<file path="config.mk">
export PLATFORM = sky130hd
export DESIGN_NAME = flbt_ram
export DESIGN_NICKNAME = d
export VERILOG_FILES = /design/src/design/flbt_ram.sv
export SDC_FILE = /design/constraint.sdc
export NUM_CORES = 1
export LEC_CHECK = 0
export BUFFER_PORTS_ARGS = -buffer_cell sky130_fd_sc_hd__buf_2
export CAP_MARGIN = 30
export CORE_MARGIN = 4
export CORE_UTILIZATION = 60
export DETAILED_ROUTE_END_ITERATION = 8
export HOLD_SLACK_MARGIN = 0.02
export PLACE_DENSITY_LB_ADDON = 0.08
export REMOVE_ABC_BUFFERS = 1
export SLEW_MARGIN = 5
export SYNTH_ARGS = -nofsm -noshare
export SYNTH_HDL_FRONTEND = slang
export SYNTH_SLANG_ARGS = --single-unit
</file>
<file path="constraint.sdc">
create_clock -name clk_i -period 2.2 [get_ports clk_i]
set_input_delay 0.22 -clock clk_i [delete_from_list [all_inputs] [get_ports clk_i]]
set_output_delay 0.22 -clock clk_i [all_outputs]
set_load 0.05 [all_outputs]
</file>
<file path="src/design/flbt_ram.sv">
// Generic single-write, single-read RAM with registered read data.
module flbt_ram #(
  parameter int unsigned WIDTH = 8,
  parameter int unsigned DEPTH = 16
) (
  input  logic                     clk_i,
  input  logic                     we_i,
  input  logic [$clog2(DEPTH)-1:0] waddr_i,
  input  logic [WIDTH-1:0]         wdata_i,
  input  logic                     re_i,
  input  logic [$clog2(DEPTH)-1:0] raddr_i,
  output logic [WIDTH-1:0]         rdata_o
);

  logic [WIDTH-1:0] mem_q [DEPTH];

  // Write port.
  always_ff @(posedge clk_i) begin
    if (we_i) begin
      mem_q[waddr_i] <= wdata_i;
    end
  end

  // Registered read port.
  always_ff @(posedge clk_i) begin
    if (re_i) begin
      rdata_o <= mem_q[raddr_i];
    end
  end

endmodule

</file>
# Yosys cells after proc, flatten, opt, wreduce, memory -nomap -nowiden
# Memories as Yosys holds them, arrays and structs flattened. A register that Yosys moved wholly into a read port is not among the register bits.
# Cells that the tools add are included.
# classes
muxes	2
# ops
op	n
$mux 1	2
# word_totals
mem_bits_rw	128
wordCells	3
inputBits	19
n_memories	1
reg_bits	0
# mem_list
name	depth	width	read_ports	rd_clocked_by_memory_dff	write_ports	line_no	source
mem_q	16	8	1	1	1	15	logic [WIDTH-1:0] mem_q [DEPTH];

# Depth between registers and ports, before layout
# Gate-level depths: netlist of run 1.
# depth
ltp_word	2
ltp_mapped	5
mapped_depth_nobuf	3

# Worst setup path after synthesis of run 1
# No wires, ideal clock.
# synth_path
kind	input-to-reg
start	input port waddr_i[2]
end	memory mem_q[0][0], enable pin
setup_time_ns	0.383
slack_ns	0.487
t_arrival_ns	1.330
path_buffers	0
stages	2
required_time_ns	1.817
path_cell_list	or3b_2 -> nor3_1
# synth_rtl
element	line_no	source
from (decl)	8	input logic [$clog2(DEPTH)-1:0] waddr_i,
to (decl)	15	
# No word-level cell before the write port.

==> results of run 1 <==
## through the flow
step | total power (uW) | hold slack, ps | setup WS [ps]
3_5_place_dp | 3303 | 583.3 | 324.3
5_1_grt | 6016 | 58.36 | 601.8
6_report | 5844 | 56.98 | 645.1
4_1_cts | 5869 | 48.57 | 635.8
3_3_place_gp | 3296 | 582.1 | 321.7
2_1_floorplan | 3146 | 318.9 | 487.1
## per-layer routing
| metal | vias to the layer above | global-route usage, % | routed length (um) |
|---|---|---|---|
| li1 | 1085 | - | - |
| met3 | 10 | 4.545 | 602 |
| met4 | 0 | 6.442 | 111 |
| met1 | 1268 | 32.18 | 4272 |
| met5 | - | 0 | 0 |
| met2 | 95 | 30.33 | 4571 |
## synth_stat cells (all sizes together)
master / instances
edfxtp: 136
mux4: 32
a22oi: 16
nor2: 13
nand2: 9
buf: 7
nor3: 4
clkdlybuf4s25: 3
nand2b: 2
nand3b: 2
and2: 1
and2b: 1
nand3: 1
nor2b: 1
or3b: 1
## cells by family after synthesis
family / count (synthesis)
flops: 136
buf+inv: 10
mux: 32
compound gates: 16
simple gates: 35
## registers in the layout, indices dropped and copies added, names as in the netlist
name / count
mem_q: 128
rdata_o: 8
## worst max-delay path: stages (launching register included)
cell      delay, ps
edfxtp_1        380
mux4_2          500
a22oi_1         300
nand2_1         110
## power breakdown
| group | leakage, uW | internal, uW | switching, uW | total [uW] |
|---|---|---|---|---|
| clock network | 0.000257 | 1590 | 1010 | 2600 |
| logic | 0.000578 | 113 | 200 | 313 |
| registers | 0.00124 | 2920 | 12.4 | 2930 |
| total | 0.00207 | 4620 | 1220 | 5840 |
## path summary, 6_finish.rpt
| kind | from | to | slack, ps | depth (start not counted) |
|---|---|---|---|---|
| min reg2reg | mem_q[8][3] | rdata_o[3] | 760 | 3 |
| max | mem_q[4][6] | rdata_o[6] | 650 | 3 |
| min | re_i | rdata_o[3] | 60 | 1 |
| max reg2reg | mem_q[4][6] | rdata_o[6] | 650 | 3 |
## layout make-up
type	count	area share (%)
Sequential cell	136	66.83
Clock inverter	14	2.191
Tap cell	105	2.150
Clock buffer	17	6.777
Timing Repair Buffer	44	4.750
Multi-Input combinational cell	83	17.30
==> metrics.txt, run 1 <==
Hold Vio Cnt, Final=0; clk buf depth=2; largest family of logic cells by synthesized area=multiplexers; Root Buffer=clkbuf_8; VDD IR-drop max=0.6353 mV; element type at the critical path end=flop; Area contributors post-synth=edfxtp_1, mux4_2, mux4_1; Routed WL=9558 um; RD Place Congestion=0.7322; Port-buffer cells=26; ANT cells=0; I/O pins=27; fin. max-slew vios=0; Worst Setup Start Kind=flop; Initial Utilization=62.68%; placed cell count=368; row count=33; first-iteration detailed-routing DRC count=164; initial antenna violation count=0; vias in the first global route=2484; post-synthesis cell type count=18; cell taking the most area after synthesis=edfxtp_1; Synth Cell Area=0.005228 mm2; Setup-failing EPs final=0; fin crit period=about 1600 ps; CP Class=reg2reg; TritonCTS Sinks=136; mux cell area share after synthesis=14.79%; Slew @ Worst Pin=634.6 ps; skew final=5.308 ps; Required @ worst endpoint=between 2000 and 2500 ps; Core ar.=0.008341 mm2; most common cell after layout, fill and taps aside=edfxtp_1; first-pass GRT wire length=14990 um; via count=2458; worst min-delay path category=in2reg; grt ovf=0; complex-gate fraction of the synthesized area=2.298%; P_leak=0.002071 uW; Clock transition at path regs=60 ps; fin cells=about 400; multi-input logic area=0.001057 mm2; MaxCap Viol Count=0; CTS Buf Count=17; status=finished, final reports clean; layout cell share with drive strength beyond 1=between 30 and 40%; WL/cell=23.95 um; # DRC=0; Layout area overhead=16.90%; Fmax=643.1 MHz; CTS tree=built; first drt pass iteration count=4; post-synthesis xor/xnor area fraction=0%; Die ar.=0.01027 mm2; cell count after synthesis=229; GRT Resource Usage Total=20.79%; critical-path maximum fanout=1; Layout Utilization=73.27%; area post-placement=0.005563 mm2; Die W=101.3 um; Seq/Total Area, Yosys=78.12%; RSZ-0062 raised after global routing=false; H-tree levels=4; post-route ant nets=0; post-CTS setup buffer count=0; Via density=6.160; filler instances=477; # nets final=301; # hold bufs at CTS=0; simple-gate share of the synthesized area=under 10%; Post-DP HPWL=5778 um; #FFs+latches synth=136; Reg area=0.004084 mm2; worst skew pair latency=approximately 510 ps; final non-filler cell area=0.006111 mm2; final period utilization=a little over two thirds; Power per Cell Area=approximately 960 mW/mm2; synth warn=0; setup TNS=0 ps; Mean Syn Cell Area=22.83 um2; Synth top area share=78.12%; cts repair resizes=0; most frequent cells in the layout=edfxtp_1, buf_2, mux4_2; Die Ht=101.3 um; Synth Area in Adders=0%; max_slew headroom=57.53%; largest net degree at the start of global routing=33; Arr. time, crit path=1810 ps
No activity file was read; power rests on OpenSTA's default activity.
==> inputs of run 2 (changes only) <==
CORE_UTILIZATION = 54   (was 60)
clock period = 1.2 ns   (was 2.2 ns; I/O delays follow)
==> run 2 against run 1 <==
  * Worst setup slack worse by 840 ps
  * Critical path depth unchanged
  * Non-clock buffer count up 21
  * Critical path type unchanged
  * Hold slack better by 120 ps
  * Critical endpoint is now rdata_o[0]
  * The flow now finishes with violations (setup timing)
  * Count of clock-buffer cells in the layout unchanged
==> metrics.txt, run 2 (same netlist as run 1, synthesis figures left out) <==
Power per Cell Area=1737 mW/mm2; Slew @ Worst Pin=895.3 ps; Layout area overhead=23.36%; setup TNS=-1405 ps; R2R Path Start=mem_q[0][0]; Die ar.=~0.011 mm2; Final WS setup=-194.3 ps; Met1 Wirelength=4115 um; row count=35; Clock transition at path regs=approximately 60 ps; fin crit period=between 1000 and 1500 ps; ANT cells=0; largest net degree at the start of global routing=18; Setup-failing EPs final=13; Hold Crit Endpoint=mem_q[8][3]; WL/cell=21.94 um; I/O pins=27; Core ar.=around 0.0093 mm2; worst skew pair latency=510 ps; Die W=between 100 and 150 um; largest registers=mem_q: 128 flops, rdata_o: 8 flops; Routed WL=about 9700 um; met3 wire length=~810 um; Worst R2R End=rdata_o[0]; first drt pass iteration count=4; DR top layer=met4; Worst Setup Start Kind=flop; Port-buffer cells=26; first-iteration detailed-routing DRC count=around 150; max_slew headroom=40.09%; vias in the first global route=2642; Hold Crit Depth=3; FF-to-FF setup slack=-190 ps; critical-path maximum fanout=1; GRT Resource Usage Total=around a fifth; worst min-delay path category=in2reg; VDD IR-drop max=around 0.88 mV; first-pass GRT wire length=between 15000 and 20000 um; Via density=5.624; filler instances=between 600 and 700; Arr. time, crit path=around 1700 ps; worst hold slack=173.5 ps; final period utilization=116.2%; status=complete, but fails checks; met2 wire len=around 4800 um; H-tree levels=4; Root Buffer=clkbuf_8; # DRC=0; FF-to-FF path depth=3; initial antenna violation count=0; RD Place Congestion=between 0.7 and 0.8; Fmax=about 720 MHz; failing checks=setup timing; CTS tree=built; hold path start=waddr_i[0]; Initial Utilization=~56%; CP Class=reg2reg; MaxCap Viol Count=0; CTS Buf Count=17; RSZ-0062 raised after global routing=true; fin. max-slew vios=0; clk buf depth=2; post-route ant nets=0; skew final=just under 4 ps; Hold Vio Cnt, Final=0; # nets final=~320; via count=2497; Required @ worst endpoint=1460 ps; Die Ht=106.4 um; Most flops, register=mem_q; most frequent cells in the layout=edfxtp_1, mux4_2, buf_4, buf_2, clkbuf_16; Post-DP HPWL=~6000 um; most common cell after layout, fill and taps aside=edfxtp_1; TritonCTS Sinks=136; grt ovf=0; P_leak=about 0.0022 uW; element type at the critical path end=flop; layout cell share with drive strength beyond 1=40.32%; max reg flops=~130
-- run 2: critical path: stages (launching register included) --
cell and delay, ps:
edfxtp_1 370, mux4_2 480, a22oi_2 220, nand2_1 80
-- run 2: cell type report --
class	instances	area, um2	area share (%)
flip-flops and latches	136	4084	63.33
multi-input cells	83	1050	16.28
repair buffers	65	558.0	8.653
clock buffers	17	414.1	6.422
clock inverters	14	181.4	2.813
well taps	129	161.4	2.503
-- run 2: how the worst max path moves through the flow --
stage / startpoint / end / slack [ps] / cells after the start
floorplan: waddr_i[2] / mem_q[0][0] / -410 / 2
global route: mem_q[3][0] / rdata_o[0] / -240 / 3
detailed placement: raddr_i[0] / rdata_o[0] / -480 / 5
CTS: mem_q[0][0] / rdata_o[0] / -210 / 3
finish: mem_q[0][0] / rdata_o[0] / -190 / 3
global placement: raddr_i[0] / rdata_o[2] / -480 / 6
-- run 2: power breakdown --
group	switching (uW)	internal (uW)
clock	1800	3330
combinational	372	306
sequential	35.5	5360
-- run 2: per-layer routing --
| metal | track usage, % | vias up |
|---|---|---|
| li1 | - | 1117 |
| met1 | 28.47 | 1273 |
| met2 | 29.41 | 102 |
| met3 | 6.193 | 5 |
| met4 | 5.920 | 0 |
| met5 | 0 | - |
-- run 2: what timing repair did --
item,CTS,global route
setup buffers,0,0
pin swaps,10,2
endpoints found under the hold margin,136,0
hold buffers,9,0
endpoints found under the setup margin,16,16
resized for setup,38,1
-- run 2: metrics by stage --
| stage | utilization [%] | std cells | worst slack, ps | total power [uW] | cell area (um2) |
|---|---|---|---|---|---|
| after floorplan | - | 219 | -412.9 | 5767 | 5141 |
| after global routing | 69.13 | 444 | -237.9 | 11630 | 6449 |
| after detailed placement | 61.33 | 404 | -475.6 | 6088 | 5720 |
| after global placement | 61.33 | 404 | -484.3 | 6077 | 5720 |
| after CTS | 69.18 | 444 | -207.7 | 11310 | 6452 |
| final | 69.13 | 444 | -194.3 | 11200 | 6449 |
==> inputs of run 3 (changes only) <==
ABC_AREA = 1   (was not set)
CORE_UTILIZATION = 55   (was 54)
==> run 3 against run 2 <==
  * The run still ends with setup timing left
  * Clock power grew 2%
  * Synthesized cell count is 140% higher
  * Non-clock buffer count fell by 5
  * Sequential power hardly changed
  * Die area up 9.1%
  * Synthesized area grew 12%
  * Design area rose by 7.8%
  * Critical path depth decreased by 2
==> metrics.txt, run 3 <==
Seq/Total Area, Yosys=69.85%; most frequent cell after synthesis=nand2_1; grt ovf=0; max_slew headroom=58.86%; element type at the critical path end=primary output; row count=37; Crit-path slowest cell=edfxtp_1; post-route ant nets=0; WL/cell=between 15 and 20 um; RD Place Congestion=0.8105; Root Buffer=clkbuf_8; most frequent cells in the layout=nand2_1, edfxtp_1, inv_1, nand3_1, buf_4; placed cell count=719; mux cell area share after synthesis=0%; layout cell share with drive strength beyond 1=14.22%; # nets final=roughly 630; Mean Syn Cell Area=10.61 um2; Async S/R FF share, synth=0%; crit-path max cell delay=420 ps; EDFF count, synth=136; #FFs+latches synth=136; critical-path maximum fanout=1; via count=3908; CTS tree=built; Post-DP HPWL=8185 um; Die Ht=111.1 um; Final WS setup=-43.08 ps; Worst Setup Start Kind=flop; largest registers=mem_q: 128 flops, rdata_o: 8 flops; most common cell after layout, fill and taps aside=nand2_1; # DRC=0; simple-gate share of the synthesized area=between 20% and 30%; cell count after synthesis=551; failing checks=setup timing; post-synthesis cell type count=11; H-tree levels=4; worst path cell trace=buf_6; fin crit period=1243 ps; Setup-failing EPs final=6; fin. max-slew vios=0; Die ar.=0.01234 mm2; Port-buffer cells=26; CP top delay family=flip-flops; worst skew pair latency=520 ps; GRT Resource Usage Total=22.32%; Layout Utilization=67.36%; WP depth=1; P_leak=0.003020 uW; post-synthesis xor/xnor area fraction=0%; initial antenna violation count=0; Post-synth top cells=nand2_1, edfxtp_1, inv_1, nand3_1, nor2_1; cell taking the most area after synthesis=edfxtp_1; complex-gate fraction of the synthesized area=0%; final period utilization=103.6%; worst hold slack=25.23 ps; FF-to-FF path depth=6; I/O pins=27; Die W=111.1 um; Hold Vio Cnt, Final=0; Clock transition at path regs=60 ps; Initial Utilization=56.64%; status=complete, but fails checks; clk buf depth=2; CTS Buf Count=17; Synth top area share=69.85%; MaxCap Viol Count=0; Main synth FF type=edfxtp_1; Most flops, register=mem_q; first-iteration detailed-routing DRC count=324; synth warn=0; skew final=5.071 ps; Area contributors post-synth=edfxtp_1, nand2_1, nand3_1; Synth Area in Adders=0%; TritonCTS Sinks=136; Hold Crit Depth=1; CP Class=reg2out; max reg flops=128; ANT cells=0; Power per Cell Area=1642 mW/mm2; Slew @ Worst Pin=616.2 ps; worst min-delay path category=in2reg; VDD IR-drop max=0.9713 mV; vias in the first global route=between 3000 and 4000; RSZ-0062 raised after global routing=true; largest net degree at the start of global routing=33; Synth Cell Area=0.005847 mm2; Buf/Inv on CP=1; largest family of logic cells by synthesized area=simple AND/OR/NAND/NOR gates; Core ar.=0.01032 mm2; Required @ worst endpoint=1080 ps; Routed WL=13090 um; Fmax=approximately 800 MHz; first-pass GRT wire length=around 21000 um; Arr. time, crit path=roughly 1100 ps; Layout area overhead=18.94%; Via density=5.176; fin cells=755; first drt pass iteration count=5
[run 3: changes by cell type after synthesis, sizes merged, moves of 3 or more]
cell / previous run / this run
nand3: 1 / 97
a22oi: 16 / 0
nor3: 4 / 0
buf: 7 / 24
clkdlybuf4s25: 3 / 0
inv: 0 / 102
nand2: 9 / 173
mux4: 32 / 0
nor2: 13 / 17
[run 3: per-stage QoR]
| step | worst slack (ps) | power, uW | cell area [um2] | TNS (ps) |
|---|---|---|---|---|
| final | -43.08 | 11420 | 6954 | -163.8 |
| after global routing | -78.90 | 11840 | 6954 | -429.1 |
| after CTS | -62.57 | 11500 | 6944 | -347.2 |
| after detailed placement | -174.9 | 6233 | 6256 | -1131 |
| after global placement | -162.9 | 6218 | 6256 | -1004 |
| after floorplan | -40.61 | 5843 | 5680 | -268.7 |
[run 3: path summary, 6_finish.rpt]
| check | from | endpoint | slack (ps) |
|---|---|---|---|
| setup / recovery | rdata_o[0] | rdata_o[0] | -40 |
| hold / removal | wdata_i[1] | mem_q[3][1] | 30 |
| setup reg to reg | mem_q[3][5] | rdata_o[5] | 70 |
| hold reg to reg | mem_q[11][6] | rdata_o[6] | 750 |
[run 3: cells by family (layout without fill, tap and decap cells)]
group,after synthesis,after routing
buffers and inverters,126,194
AND/OR/NAND/NOR,289,289
flip-flops,136,136
[run 3: power breakdown]
group	total (uW)	internal (uW)	switching (uW)
Clock	5240	3350	1900
Sequential	5390	5350	34.7
Combinational	791	252	539
Total	11400	8950	2470
[run 3: area by class of cell]
cell class                      count  area (um2)
Sequential cell                   136        4084
Fill cell                         800        3369
Multi-Input combinational cell    289        1224
Timing Repair Buffer               60       495.5
Clock buffer                       18       417.9
Inverter                          102       382.9
Clock inverter                     14       180.2
Tap cell                          136       170.2
[run 3: per-layer routing]
metal	track usage (%)	vias up	routed length [um]
met5	0	-	0
met4	6.894	0	167
met3	4.803	15	960
met2	35.36	148	6225
met1	31.24	1847	5734
li1	-	1898	-
[run 3: what timing repair did]
item | 4_1_cts | 5_1_grt
setup endpoints to repair | 8 | 10
hold buffers | 4 | 0
gates cloned | 0 | 0
setup buffers | 0 | 0
hold endpoints to repair | 44 | 0
resized for setup | 16 | 2
