[config.mk]
export PLATFORM = sky130hd
export DESIGN_NAME = flbt_cmp
export DESIGN_NICKNAME = d
export VERILOG_FILES = /design/src/design/flbt_pkg.sv /design/src/design/flbt_cmp.sv
export SDC_FILE = /design/constraint.sdc
export NUM_CORES = 1
export LEC_CHECK = 0
export BUFFER_PORTS_ARGS = -buffer_cell sky130_fd_sc_hd__buf_2
export CAP_MARGIN = 20
export CORE_AREA = 10 10 122 124
export DETAILED_ROUTE_END_ITERATION = 6
export DIE_AREA = 0 0 132 134
export PLACE_DENSITY = 0.55
export SYNTH_ARGS = -nofsm -noshare
export SYNTH_HDL_FRONTEND = slang
export SYNTH_SLANG_ARGS = --single-unit
[constraint.sdc]
create_clock -name vclk -period 3.3
set_input_delay 0.33 -clock vclk [all_inputs]
set_output_delay 0.33 -clock vclk [all_outputs]
set_load 0.1 [all_outputs]
[src/design/flbt_pkg.sv]
// Shared types, constants and field layouts for the failed-login ban table.
package flbt_pkg;

  // Table size default and field widths.
  localparam int unsigned TABLE_DEPTH_DEF = 64;
  localparam int unsigned ADDR_W          = 64;
  localparam int unsigned ATT_W           = 8;
  localparam int unsigned TIME_W          = 32;
  localparam int unsigned FCNT_W          = 16;
  localparam int unsigned ACT_W           = 2;
  localparam int unsigned STAT_W          = 2;
  localparam int unsigned ENTRY_CNT_W     = 7;
  localparam logic [FCNT_W-1:0] FCNT_MAX  = '1;

  // Stream data widths, padded to whole bytes.
  localparam int unsigned S_TDATA_W = 200;
  localparam int unsigned S_TUSER_W = 8;
  localparam int unsigned OUT_USED_W = 1 + STAT_W + 2 * ENTRY_CNT_W;
  localparam int unsigned M_TDATA_W = 24;

  // Bit positions of the result fields in the output tdata.
  localparam int unsigned OUT_BANNED_BIT = 0;
  localparam int unsigned OUT_STAT_LSB   = 1;
  localparam int unsigned OUT_STAT_MSB   = OUT_STAT_LSB + STAT_W - 1;
  localparam int unsigned OUT_ECNT_LSB   = OUT_STAT_MSB + 1;
  localparam int unsigned OUT_RCNT_LSB   = OUT_ECNT_LSB + ENTRY_CNT_W;
  localparam int unsigned OUT_RCNT_MSB   = OUT_RCNT_LSB + ENTRY_CNT_W - 1;

  // Action codes carried in tuser.
  typedef enum logic [ACT_W-1:0] {
    ACT_RECORD = 2'd0,
    ACT_CLEAR  = 2'd1,
    ACT_CHECK  = 2'd2,
    ACT_SWEEP  = 2'd3
  } action_e;

  // Result status codes.
  typedef enum logic [STAT_W-1:0] {
    STAT_DONE   = 2'd0,
    STAT_FULL   = 2'd1,
    STAT_ABSENT = 2'd2
  } status_e;

  // One table entry as stored in the RAM.
  typedef struct packed {
    logic [ADDR_W-1:0] hi;
    logic [ADDR_W-1:0] lo;
    logic [FCNT_W-1:0] cnt;
    logic [TIME_W-1:0] exp;
  } entry_t;

  // Flags from the entry compare unit.
  typedef struct packed {
    logic addr_eq;
    logic now_gt_exp;
    logic now_ge_exp;
  } cmp_t;

endpackage

[src/design/flbt_cmp.sv]
// Entry compare unit: address match and expiry tests for one table entry.
module flbt_cmp
  import flbt_pkg::*;
(
  input  entry_t            entry_i,
  input  logic [ADDR_W-1:0] key_hi_i,
  input  logic [ADDR_W-1:0] key_lo_i,
  input  logic [TIME_W-1:0] now_i,
  output cmp_t              cmp_o
);

  // A 128-bit equality and two unsigned time compares (greater-than and greater-or-equal), shared by every action.
  always_comb begin
    cmp_o.addr_eq    = (entry_i.hi == key_hi_i) && (entry_i.lo == key_lo_i);
    cmp_o.now_gt_exp = now_i > entry_i.exp;
    cmp_o.now_ge_exp = (now_i > entry_i.exp) || (now_i == entry_i.exp);
  end

endmodule

======== After elaboration in Yosys (flattened, before gate mapping) ========
Cells that the tools add are included.
word-level totals
  bits in registers ....................... 0
  bits of input ports ..................... 336
  output and inout port bits .............. 3
  word-level logic and storage cells ...... 6
cells by class
  magnitude comparators ................... 1
  equal/unequal tests ..................... 3
  reductions and logical operators ........ 2
operator list
  kind                  count
  equality test 64 bit  2
  equality test 32 bit  1
  > comparator 32 bit   1
  logical AND 1 bit     1
  logical OR 1 bit      1

======== Logic depth before layout (Yosys ltp) ========
Gate-level depths: netlist of run 1.
  depth in word-level cells ............... 2
  mapped depth ............................ 7

======== Worst setup path after synthesis of run 1 ========
No wires, ideal clock.
  path type ............................... in2out
  start ................................... input port key_lo_i[62]
  end ..................................... output port cmp_o[2] (netlist name)
  arrival ................................. 3.947 ns
  data required time ...................... 2.970 ns
  path slack .............................. -0.977 ns
  stages .................................. 5
  buffers on the path ..................... 0
  cell sequence ........................... nor2b_1 a2111o_1 nor4_1 nand4_1 nor4_1
RTL lines
  what         RTL line       text
  from (decl)  flbt_cmp.sv:7  input logic [ADDR_W-1:0] key_lo_i,
  to (decl)    flbt_cmp.sv:9  output cmp_t cmp_o

==> impl_results.md, run 1 <==
* Area contributors post-synth: xnor2_1 (34%), ha_1 (17%), inv_1 (8.9%)
* Global-route wire length before repair at 20.3 mm
* Most numerous cell in the Yosys netlist: xnor2_1
* Row cnt at 41
* Adder-Cell Fraction of Synth Area at 0.174
* Met1 global-route usage at 0.134
* Leak at ~2.3 nW
* Setup TNS Final at 0 ps
* Die Span Y at roughly 130 um
* Clock power frac at 0
* Mapped cell area at approximately 0.0023 mm2
* Die X at 132 um
* Pwr per Cell Area at 119 mW/mm2
* Final setup fails at 0
* Fill count at ~1400
* Layout sequential cell count at 0
* Cell variety after synth at 39
* Hold-fix buffers at CTS at 0
* Vias per cell at 4.15
* Final Hold Fails at 0
* Internal power at 0.000278 W
* Final core occ at 0.334
* Syn Area/Cell at 7.39 um2
* Nets@finish at 1006
* Layer carrying the most global-route usage: met2
* Peak fanout along the critical path at 1
* Status: finished, final reports clean
* Share of cells above drive strength 1 at 0.519
* XOR/XNOR Fraction of Synth Area at 0.395
* Initial antenna violation count at 5
* Final HPWL DP at 13.5 mm
* Startpoint Class: input port
* Synth-to-Final Area Change at 80.3%
* DRC at 0
* Number of global-route vias before repair at 3814
* Slew margin rel. at 0.612
* Hold Crit Class: in2out
* Setup WS pre-CTS at 593 ps
* WL/cell at 17.0 um
* Sw Ratio at 0.440
* Via count at 3369
* GRT Util Overall at 0.143
* Gr ovfl total at 0
* Slew @ Worst Pin at 576 ps
* Die area at between 0.015 and 0.02 mm2
* Largest net degree at the start of global routing at 4
* Total power after layout at 0.000496 W
* Routability Congestion at 0.852
* Seq/Total Area, Yosys at 0
* Multiplexer share of the synthesized area at 0
* RSZ-0062 raised after global routing: no
* Post-layout min period at 2620 ps
* Share of the synthesized area in the top cell type at 0.342
* Met3 GRT Util at 0.0668
* Max Slew Vio Count at 0
* Core Area at roughly 0.012 mm2
* End of the critical path: cmp_o[2]
* Setup Buffers After CTS at 0
* Max_cap viols at 0
* Tcrit/Tclk final at 0.795
* Combinational family with the most area after synthesis: XOR/XNOR gates
* Met2 global-route usage at 0.282
* Worst setup EP type: primary output
* Starting Density at 0.185
* Final WS setup at ~680 ps
* Sequential share of power at 0
* Compound-cell area share of the yosys netlist at 0.152
* Worst Setup SP: key_lo_i[54]
* Top cells by instance count after synthesis: xnor2_1 (90), inv_1 (55), ha_1 (32)
* CP Data Arrival Time at 2290 ps
* Yosys top cell by area: xnor2_1
* Cts repair resizes at 0
* Sequential Area at 0 um2
* Post-synthesis cell count at between 300 and 400
* I/O Buffers at 323
* Post-synthesis simple-gate area fraction at 0.190
* WP data required at 2970 ps
* VDD IR max at 0.0608 mV
* Post-DRT Antenna Nets at 0
* I/O pins at 339
* Warnings, synthesis at 0
* Comb pwr share at 1.000
* Switching pwr at 0.000218 W
* Multi-input combinational cell area at approximately 0.0021 mm2
* DRT iter0 DRCs at 73
* Syn nets at 680
* Final wirelength at 13.8 mm
* Layout Cells excl Fill at 811
* Clock buffer count at 0
* Max Fclk at approximately 380 MHz
* First-pass DRT Iterations at 4
* CP Class: in2out
* Placed Cells at 808
[cell usage in the layout (no fill, tap or decap), types with 3 or more instances in the layout]
| master | n |
|---|---|
| a21oi_1 | 11 |
| nand2_1 | 6 |
| ha_1 | 32 |
| nor2_1 | 3 |
| buf_2 | 323 |
| nor4_1 | 10 |
| nand2b_1 | 3 |
| nand4_1 | 31 |
| xnor2_1 | 90 |
| xor2_1 | 14 |
| nor2b_1 | 6 |
| diode_2 | 3 |
| a21o_1 | 3 |
| nand3_1 | 6 |
| inv_1 | 55 |
| o22ai_1 | 9 |
[critical path: stages]
cell	delay, ps
buf_2	100
xnor2_1	170
nand4_1	130
nor4_1	560
nand4_1	220
nor4_2	270
buf_2	510
[worst min-delay path by stage]
stage,to,depth (start not counted),start
floorplan,cmp_o[2],3,key_hi_i[6]
global placement,cmp_o[2],5,key_hi_i[6]
global route,cmp_o[2],5,key_hi_i[6]
detailed placement,cmp_o[2],5,key_hi_i[6]
finish,cmp_o[2],5,key_hi_i[6]
CTS,cmp_o[2],5,key_hi_i[6]
[stage by stage]
step,cell area [um2],hold slack [ps]
2_1_floorplan,2310,1010
3_3_place_gp,4150,1280
6_report,4160,1280
5_1_grt,4160,1330
3_5_place_dp,4150,1290
4_1_cts,4150,1290
[cells by family (layout without fill, tap and decap cells)]
group / Yosys count / count (layout)
buffers and inverters: 55 / 379
and+or+nand+nor: 74 / 74
xor gates and xnor gates: 104 / 104
AOI/OAI and AO/OA: 47 / 47
other: 0 / 3
adders and majority gates: 32 / 32
[metal layers]
layer | vias up | wire length [um]
li1 | 1750 | -
met2 | 179 | 7430
met4 | 2 | 112
met3 | 10 | 1690
met1 | 1428 | 4580
met5 | - | 7
[final cells by class]
type,count,area share
diodes,3,0.00180
inverters,55,0.0496
multi-input cells,257,0.506
well taps,172,0.0517
repair buffers,324,0.390
[power groups by stage]
stage	sequential, W	clock, W	combinational [W]
after floorplan	0	0	0.000238
after global placement	0	0	0.000494
after detailed placement	0	0	0.000499
after CTS	0	0	0.000502
after global routing	0	0.000000000122	0.000553
final	0	0.000000000122	0.000496
Power figures use the tool's default switching activity.
==> run 2: changes to the inputs <==
Settings changed: CORE_AREA 10 10 122 124 to 10 10 124 126, DIE_AREA 0 0 132 134 to 0 0 134 136, PLACE_DENSITY 0.55 to 0.53.
Clock period 3.3 ns to 2.49 ns, I/O delays scaled along.
==> run 2 against run 1 <==
Wire length decreased by 4.8%. Flip-flop and latch count unchanged. Via count decreased by 3.5%. Largest power group unchanged.
==> impl_results.md, run 2 (synthesis gave the netlist of run 1 again) <==
* Status: finished, final reports clean
* Pwr per Cell Area at 156 mW/mm2
* Final WS setup at 127 ps
* DRC at 0
* Via count at 3252
* Number of global-route vias before repair at 3767
* WP data required at between 2000 and 2500 ps
* Layout Cells excl Fill at 816
* Share of cells above drive strength 1 at 0.525
* Final core occ at 0.326
* Tcrit/Tclk final at 0.949
* Total power after layout at 0.000660 W
* I/O pins at 339
* Fill count at about 1400
* Max_cap viols at 0
* Internal power at 0.000377 W
* Leak at 2.29 nW
* Hold Crit Class: in2out
* Gr ovfl total at 0
* Slew @ Worst Pin at 499 ps
* Final Hold Fails at 0
* Most frequent cells in the layout: buf_2 (321), xnor2_1 (90), inv_1 (55), ha_1 (32), nand4_1 (31)
* Synth-to-Final Area Change at 83.2%
* Starting Density at 0.178
* Clock power frac at 0
* Die area at 0.0182 mm2
* GRT Util Overall at 0.131
* Peak fanout along the critical path at 2
* Vias per cell at 3.99
* Final HPWL DP at 12.9 mm
* First-pass DRT Iterations at 6
* Row cnt at 42
* Die Span Y at between 100 and 150 um
* Placed Cells at 816
* Sequential Area at 0 um2
* Startpoint Class: input port
* CP Data Arrival Time at 2110 ps
* WL/cell at 16.1 um
* DRT iter0 DRCs at 35
* Multi-input combinational cell area at roughly 0.0021 mm2
* Final setup fails at 0
* Final wirelength at 13.2 mm
* Global-route wire length before repair at 19.3 mm
* Cts repair resizes at 0
* Nets@finish at 1010
* Post-DRT Antenna Nets at 0
* Setup Buffers After CTS at 0
* Max Fclk at 423 MHz
* Switching pwr at 0.000284 W
* Largest net degree at the start of global routing at 4
* Sw Ratio at 0.430
* ANT cells at 0
* Comb pwr share at 1.000
* Routability Congestion at 0.871
* Post-layout min period at approximately 2400 ps
* Hold-fix buffers at CTS at 0
* CP Class: in2out
* Layout sequential cell count at 0
* Clock buffer count at 0
* Slew margin rel. at 0.670
* Core Area at about 0.013 mm2
* Most common cell after layout, fill and taps aside: buf_2
* I/O Buffers at 323
* Setup TNS Final at 0 ps
* Worst setup EP type: primary output
* RSZ-0062 raised after global routing: no
* VDD IR max at roughly 0.079 mV
* Die X at 134 um
* Setup WS pre-CTS at 125 ps
* Sequential share of power at 0
* Max Slew Vio Count at 0
* Initial antenna violation count at 0
run 2: metrics by stage:
stage | instance area (um2) | hold WS (ps)
3_3_place_gp | 4230 | 1110
3_5_place_dp | 4230 | 1110
6_report | 4230 | 1110
2_1_floorplan | 2320 | 843
5_1_grt | 4230 | 1160
4_1_cts | 4230 | 1110
run 2: worst max-delay path, stage by stage:
cell	delay, ps
buf_2	70
inv_1	30
ha_1	300
a21oi_2	140
o21ai_1	90
a221o_1	390
a2111oi_4	430
nand3_2	110
buf_2	310
run 2: final cells by class:
type                       instances  area share
inverter                          55      0.0488
timing repair buffer             328       0.398
multi-input combinational        257       0.501
tap                              176      0.0521
run 2: routing by layer:
layer	track usage	vias up	wire length, um	part of all wire
li1	-	1756	-	-
met5	0	-	0	0
met4	0.00846	0	84	0.0064
met1	0.119	1329	4410	0.33
met2	0.271	159	7170	0.54
met3	0.0579	8	1500	0.11
run 2: final timing paths:
| check | startpoint | endpoint | slack, ps | cells after the start |
|---|---|---|---|---|
| worst min-delay path | key_hi_i[6] | cmp_o[2] | 1110 | 6 |
| worst max-delay path | entry_i[17] | cmp_o[0] | 130 | 9 |
run 2: power by group through the flow:
stage / logic, W / clock network [W] / registers [W]
3_5_place_dp: 0.000666 / 0 / 0
2_1_floorplan: 0.000318 / 0 / 0
6_report: 0.000660 / 0 / 0
3_3_place_gp: 0.000663 / 0 / 0
5_1_grt: 0.000738 / 0 / 0
4_1_cts: 0.000669 / 0 / 0
==> run 3: changes to the inputs <==
Settings changed: GPL_TIMING_DRIVEN set to 0.
==> run 3 against run 2 <==
Wire length grew 1.4%. Cell area shrank 0.36%. Flip-flop and latch count is the same. Critical path depth is the same. Count of clock-buffer cells in the layout is the same. Global-route usage is essentially flat. Via count grew 0.62%. Setup slack gained 19 ps. Sequential share of layout area is the same. First-iteration DRC count grew 83%. Combinational power is essentially flat. Fmax grew 0.80%. Largest power group unchanged. Highest routed layer unchanged.
==> impl_results.md, run 3 (synthesis gave the netlist of run 1 again) <==
* GRT Util Overall at 0.132
* Startpoint Class: input port
* CP Class: in2out
* Buf+Inv Stages, Crit Path at 3
* Die Span Y at approximately 140 um
* Pwr per Cell Area at ~160 mW/mm2
* Final Cell Area at approximately 0.0042 mm2
* Status: finished, final reports clean
* Internal power at 0.000372 W
* Total power after layout at 0.000661 W
* Vias per cell at roughly 4.0
* Tcrit/Tclk final at 0.941
* Slew margin rel. at 0.620
* VDD IR max at between 0.07 and 0.08 mV
* Global-route wire length before repair at 19.2 mm
* Gr ovfl total at 0
* I/O Buffers at 323
* Row cnt at 42
* Final wirelength at 13.3 mm
* Synth-to-Final Area Change at 82.5%
* Layout sequential cell count at 0
* Clock power frac at 0
* I/O pins at 339
* DP Area at 0.00416 mm2
* Leak at approximately 2.3 nW
* Die X at approximately 130 um
* Critical path cell sequence: buf_2 > inv_1 > ha_1 > a21oi_2 > o21ai_1 > a221o_1 > a2111oi_4 > a21boi_2 > clkbuf_4
* Core Area at 0.0130 mm2
* Most frequent cells in the layout: buf_2 (320), xnor2_1 (90), inv_1 (55), ha_1 (32), nand4_1 (31)
* Multi-input combinational cell area at 0.00215 mm2
* Share of cells above drive strength 1 at 0.528
* Final Hold Fails at 0
* Most common cell after layout, fill and taps aside: buf_2
* Starting Density at 0.178
* Routability Congestion at 0.838
* DRC at 0
* Final HPWL DP at 13.0 mm
* Sequential Area at 0 um2
* Max Slew Vio Count at 0
* Setup TNS Final at 0 ps
* Sequential share of power at 0
* Slew @ Worst Pin at 565 ps
* Post-layout min period at 2340 ps
* CP Data Arrival Time at around 2100 ps
* Post-DRT Antenna Nets at 0
* Max incr delay on CP at 410 ps
* Hold Crit Class: in2out
* Final core occ at 0.324
* Peak fanout along the critical path at 2
* Number of global-route vias before repair at 3671
* Slowest-stage cell, CP: a2111oi_4
* Via count at about 3300
* Switching pwr at between 0.0002 and 0.0003 W
* CP delay by family, top: compound AO/OA/AOI/OAI gates
* Comb pwr share at 1.000
* Final setup fails at 0
* Largest net degree at the start of global routing at 4
* DRT iter0 DRCs at 64
* Sw Ratio at 0.438
* WL/cell at 16.4 um
* Max Fclk at about 430 MHz
* Initial antenna violation count at 3
* Worst setup EP type: primary output
* Nets@finish at around 1000
* WP data required at 2240 ps
* First-pass DRT Iterations at 4
* Max_cap viols at 0
* Die area at about 0.018 mm2
* Fill count at 1468
* Clock buffer count at 0
* RSZ-0062 raised after global routing: no
run 3: cell types whose count changed in the layout (fill, tap and decap cells not counted), sizes merged:
| cell | previous run | this run |
|---|---|---|
| buf | 328 | 322 |
| diode | 0 | 3 |
| clkbuf | 0 | 1 |
run 3: tightest hold or removal path, delay by kind of cell:
| kind | cells | cell delay (ps) |
|---|---|---|
| compound gates | 1 | 80 |
| buf+inv | 2 | 270 |
| simple gates | 2 | 190 |
run 3: power groups by stage:
stage | logic, W | clock network [W] | registers, W
global placement | 0.000654 | 0 | 0
CTS | 0.000666 | 0 | 0
global route | 0.000740 | 0.000000000108 | 0
detailed placement | 0.000659 | 0 | 0
finish | 0.000661 | 0.000000000161 | 0
floorplan | 0.000318 | 0 | 0
run 3: path summary, 6_finish.rpt:
path	cells after the start	endpoint	startpoint	slack (ps)
setup / recovery	9	cmp_o[1]	entry_i[17]	150
hold / removal	5	cmp_o[2]	key_hi_i[6]	1050
run 3: cell type report:
cell class | count | area share
diodes | 3 | 0.00178
inverters | 55 | 0.0490
multi-input cells | 257 | 0.510
well taps | 176 | 0.0523
repair buffers | 323 | 0.387
run 3: per-stage QoR:
step	std cells	hold slack, ps	worst slack, ps
CTS	811	1060	16.9
detailed placement	811	1110	-286
finish	814	1050	146
floorplan	312	843	-457
global route	813	1100	22.5
global placement	811	1120	-283
run 3: routing by layer:
layer | wire [um] | global-route usage | vias to the layer above
li1 | - | - | 1750
met1 | 4530 | 0.122 | 1357
met2 | 7240 | 0.267 | 161
met3 | 1410 | 0.0513 | 4
met4 | 159 | 0.0193 | 0
met5 | 0 | 0 | -
run 3: what timing repair did:
action / in CTS / in global routing
hold buffers: 0 / 0
resized for setup: 4 / 7
endpoints found under the hold margin: 0 / 0
setup endpoints to repair: 1 / 3
buffers inserted: 0 / 0
pin swaps: 0 / 1
